===== src/hdl/heavy_key_load_balancer_macros.svh =====
// Assertion helpers shared by the balancer modules.
`ifndef HEAVY_KEY_LOAD_BALANCER_MACROS_SVH
`define HEAVY_KEY_LOAD_BALANCER_MACROS_SVH

// Implication checked on every clock edge outside reset.
`define HKLB_ASSERT_IMP(lbl, clk, rst_n, pre, post) \
  lbl: assert property (@(posedge clk) disable iff (!rst_n) (pre) |-> (post)) \
    else $error("assertion failed");

// Implication whose consequence is checked in the cycle after its antecedent.
`define HKLB_ASSERT_NEXT(lbl, clk, rst_n, pre, post) \
  lbl: assert property (@(posedge clk) disable iff (!rst_n) (pre) |=> (post)) \
    else $error("assertion failed");

`endif


===== src/hdl/hklb_pkg.sv =====
`default_nettype none
package hklb_pkg;
  localparam int unsigned NUM_ROWS = 3;
  localparam int unsigned NUM_PARTITIONS = 8;
  localparam logic [31:0] COUNT_MAX = 32'hffff_ffff;
  localparam logic [31:0] THRESHOLD_RESET = 32'd32;
  localparam logic [4:0] SHIFT_RESET = 5'd21;
  localparam logic CFG_THRESHOLD = 1'b0;
  localparam logic CFG_SHIFT = 1'b1;

  // Commands from the controller to the datapath.
  typedef struct packed {
    logic clear;     // write zero at the clear address
    logic load;      // capture the input word and read the stores
    logic update;    // write back sketch rows, decide partition
    logic commit;    // write schedule on a new pick and load, raise result
  } hklb_cmd_t;

  typedef struct packed {
    logic clear_done;
  } hklb_status_t;

  function automatic logic [31:0] key_crc(input logic [31:0] key);
    logic [31:0] crc;
    crc = 32'd1;
    for (int b = 3; b >= 0; b--) begin
      crc = crc ^ {24'd0, key[8*b +: 8]};
      for (int i = 0; i < 8; i++) begin
        crc = crc[0] ? ((crc >> 1) ^ 32'hEDB8_8320) : (crc >> 1);
      end
    end
    return crc;
  endfunction

  function automatic logic [31:0] sat_inc(input logic [31:0] v);
    return (v == COUNT_MAX) ? v : v + 32'd1;
  endfunction
endpackage
`default_nettype wire


===== src/hdl/hklb_ctrl.sv =====
`default_nettype none
`include "heavy_key_load_balancer_macros.svh"
module hklb_ctrl import hklb_pkg::*; (
  input  wire logic         clk_i,
  input  wire logic         rst_ni,
  input  wire logic         in_valid_i,
  output logic              in_ready_o,
  input  wire logic         out_valid_i,
  input  wire logic         out_ready_i,
  input  hklb_status_t      status_i,
  output hklb_cmd_t         cmd_o
);
  localparam logic [1:0] ST_CLEAR = 2'd0;
  localparam logic [1:0] ST_IDLE  = 2'd1;
  localparam logic [1:0] ST_UPD   = 2'd2;
  localparam logic [1:0] ST_COMMIT = 2'd3;

  logic [1:0] state_q, state_d;

  // A new word may enter while a result waits if the result leaves now.
  assign in_ready_o = (state_q == ST_IDLE) && (!out_valid_i || out_ready_i);

  always_comb begin
    state_d = state_q;
    cmd_o = '0;
    case (state_q)
      ST_CLEAR: begin
        cmd_o.clear = 1'b1;
        if (status_i.clear_done) state_d = ST_IDLE;
      end
      ST_IDLE: begin
        if (in_valid_i && in_ready_o) begin
          cmd_o.load = 1'b1;
          state_d = ST_UPD;
        end
      end
      ST_UPD: begin
        cmd_o.update = 1'b1;
        state_d = ST_COMMIT;
      end
      ST_COMMIT: begin
        cmd_o.commit = 1'b1;
        state_d = ST_IDLE;
      end
      default: state_d = ST_CLEAR;
    endcase
  end

  always_ff @(posedge clk_i or negedge rst_ni) begin
    if (!rst_ni) begin
      state_q <= ST_CLEAR;
    end else begin
      state_q <= state_d;
    end
  end

  `HKLB_ASSERT_NEXT(a_load_upd, clk_i, rst_ni, cmd_o.load, cmd_o.update)
  `HKLB_ASSERT_NEXT(a_upd_commit, clk_i, rst_ni, cmd_o.update, cmd_o.commit)
  `HKLB_ASSERT_IMP(a_no_ready_clear, clk_i, rst_ni, cmd_o.clear, !in_ready_o)
endmodule
`default_nettype wire


===== config.mk =====
export PLATFORM = sky130hd
export DESIGN_NAME = hklb_ctrl
export DESIGN_NICKNAME = d
export VERILOG_FILES = /design/src/hdl/hklb_pkg.sv /design/src/hdl/hklb_ctrl.sv
export VERILOG_INCLUDE_DIRS = /design/src /design/src/hdl
export SDC_FILE = /design/constraint.sdc
export NUM_CORES = 1
export LEC_CHECK = 0
export BUFFER_PORTS_ARGS = -buffer_cell sky130_fd_sc_hd__buf_2
export CORE_AREA = 2 2 39 41
export DETAILED_ROUTE_END_ITERATION = 8
export DIE_AREA = 0 0 41 43
export HOLD_SLACK_MARGIN = 0.12
export SLEW_MARGIN = 10
export SYNTH_ARGS = -nofsm -noshare
export SYNTH_HDL_FRONTEND = slang
export SYNTH_SLANG_ARGS = --single-unit
export TNS_END_PERCENT = 100

===== constraint.sdc =====
create_clock -name clk_i -period 1.65 [get_ports clk_i]
set_input_delay 0.0825 -clock clk_i [delete_from_list [all_inputs] [get_ports clk_i]]
set_output_delay 0.0825 -clock clk_i [all_outputs]
set_load 0.02 [all_outputs]

==> metrics.yaml <==
grt:
  grt_pass1_vias: 160
  grt_pass1_wl_um: 517
  grt_max_degree: 5
  grt_overflow_total: 0
  grtUsageTotal_pct: 4.71
  antenna_found_initial: 0
sta:
  rsz0062_at_grt: "no"
  min_period_ns: 1.42
  clock_skew_ns: 0.0000271
  hold_violations: 0
  drv_slew: 0
  finalSetupViolations: 0
  setup-tns-final_ns: 0
  slew_headroom_pct: 86.7
  fin_crit_sh_pct: 86.0
  worst_slew_pin_slew_ns: 0.200
  fin_hold_ws_ns: 0.174
  fmax_mhz: 704
placed_design:
  port_buffers: 10
  gp_congestion: 0.524
critical_path:
  crit_chain: "inv_1 -> ha_1 -> inv_1 -> o221ai_4 -> mux2_4"
  path_buf_inv: 2
  critPathArrivalTime_ns: 1.52
  crit_type: "flip-flop to flip-flop"
  slowest_stage: "dfrtp_1"
  cp-end-kind: "flip-flop"
  cp.required_ns: 1.75
  start_kind: "flip-flop"
  critPathTopFamily: "flip-flops"
  cp_common_cell: "inv_1"
  critical-path-max-stage-delay_ns: 0.40
  cp_max_fo: 4
pwr:
  p_sw_mw: 0.243
  clkPwrFrac_pct: 19.6
  p_seq_share_pct: 18.4
  power_density_nw_per_um2: 1760
  combPwrFrac_pct: 61.9
  p_sw_share_pct: 43.6
  p_int_mw: 0.315
  peakVddDrop_v: 0.000287
  leakage_nw: 0.175
synthesis:
  ys_top_cells_by_count: "ha_1 (5), inv_1 (4), dfrtp_1 (2)"
  syn_area_um2: 215
  synth_edf_count: 0
  synth-async-reset-ratio_pct: 100
  yosys_most_used_dff: "dfrtp_1"
  synthDistinctLibCells: 10
  yosysTopAreaCellShare_pct: 29.1
  synth_area_leader_cell: "ha_1"
  syn-num-nets: 29
  netlist_instances: 18
  yosys_warnings: 0
  synth-seq-area-share_pct: 23.3
  yosys-top-cells-area: "ha_1 (29%), dfrtp_1 (23%), o221ai_4 (12%)"
  synth-seq-cells: 2
  yosysMostFrequentCell: "ha_1"
  synth.avg_cell_area_um2: 12.0
route:
  via_per_inst: 3.38
  antenna_left: 0
  detail_route.wl_per_cell_um: 7.10
  drc: 0
  drtIter0Drc: 3
  drt_first_pass_iters: 2
  num_vias: 162
  finalWirelength_um: 341
floorplanning:
  dieArea_um2: 1760
  placementRows: 14
  core-area_um2: 1380
  die_width_um: 41
  initial_core_util_pct: 15.6
  ios: 11
  die_y_um: 43
clock_network:
  htreeDepth: 1
  cts-resized-gates: 0
  cts_tree: "done"
  clk_transition_reported_paths_ns: 0.03
  clock-sinks: 2
  cts_buffers: 3
  clockRootBuffer: "clkbuf_4"
  clock_latency_ns: 0.22
  post_cts_buffers: 0
  clock_path_buffers: 2
cells_and_area:
  drive_gt1_share_pct: 56.3
  fillers: 155
  areaGrowthSynthToFinish_pct: 47.7
  largest_reg_flops: 2
  n_antenna_cell: 0
  fin_nets: 45
  regMostFlops: "state_q"
  reg_top3: "state_q: 2 flops"
min_path:
  hold_class: "input pin to async pin"
status:
  status: "completed"
run:
  drv_cap: 0
## area by class of cell
cell class                 count  area [µm²]  share of cell area, %
inverter                       4        15.0                   4.72
clock buffer                   3        22.5                   7.09
tap                           16        20.0                   6.30
sequential                     2        50.0                   15.7
timing repair buffer          11        60.1                   18.9
multi-input combinational     12         150                   47.2
## timing repair
| item | 4_1_cts | 5_1_grt |
|---|---|---|
| setup endpoints to repair | 0 | 0 |
| hold buffers | 1 | 0 |
| endpoints found under the hold margin | 2 | 0 |
## metrics by stage
step | power (mW) | setup WS [ns] | utilization (%) | cell area [µm²] | instances
final | 0.558 | 0.230 | 23.0 | 318 | 48
after global routing | 0.611 | 0.147 | 23.0 | 318 | 48
after CTS | 0.572 | 0.220 | 23.0 | 318 | 48
after detailed placement | 0.454 | 0.230 | 20.6 | 285 | 44
after global placement | 0.448 | 0.238 | 20.6 | 285 | 44
after floorplan | 0.386 | 0.129 | - | 215 | 18
## metal layers
| layer | global-route usage (%) | share of wire, % |
|---|---|---|
| met1 | 3.51 | 36 |
| met2 | 7.50 | 59 |
| met3 | 0 | 4.7 |
| met4 | 8.00 | 0 |
| met5 | 0 | 0 |
## power by group through the flow
stage               registers (mW)  clock network [mW]  logic [mW]
floorplan                   0.0972                   0       0.288
global placement             0.103                   0       0.345
detailed placement           0.104                   0       0.350
CTS                          0.103               0.116       0.353
global route                 0.107               0.117       0.387
finish                       0.103               0.109       0.346
## cells in the final DEF, fill, tap and decap left out
cell type	count
buf_2	10
ha_1	5
inv_1	4
clkbuf_4	3
dfrtp_1	2
nand2b_4	1
and2_1	1
and3_2	1
nand2b_2	1
o221ai_4	1
mux2i_1	1
mux2_4	1
dlygate4sd3_1	1
## final timing paths
path | endpoint | cells past startpoint | slack [ns] | startpoint
max in group asynchronous | state_q[1] | 2 | 1.38 | rst_ni
worst max register to register | state_q[1] | 5 | 0.23 | state_q[1]
worst min register to register | state_q[1] | 1 | 0.57 | state_q[1]
worst max-delay path | state_q[1] | 5 | 0.23 | state_q[1]
min in group clk_i | state_q[0] | 3 | 0.25 | status_i
worst min-delay path | state_q[0] | 2 | 0.17 | rst_ni
## cell families (layout without fill, tap and decap cells)
kind of cell | Yosys count | after routing | share of synthesized area [%]
compound gates | 1 | 1 | 12.2
fa+ha+maj | 5 | 5 | 29.1
buf+inv | 4 | 18 | 6.97
flops | 2 | 2 | 23.3
mux | 2 | 2 | 11.6
simple gates | 4 | 4 | 16.9
No activity file was read; power rests on OpenSTA's default activity.
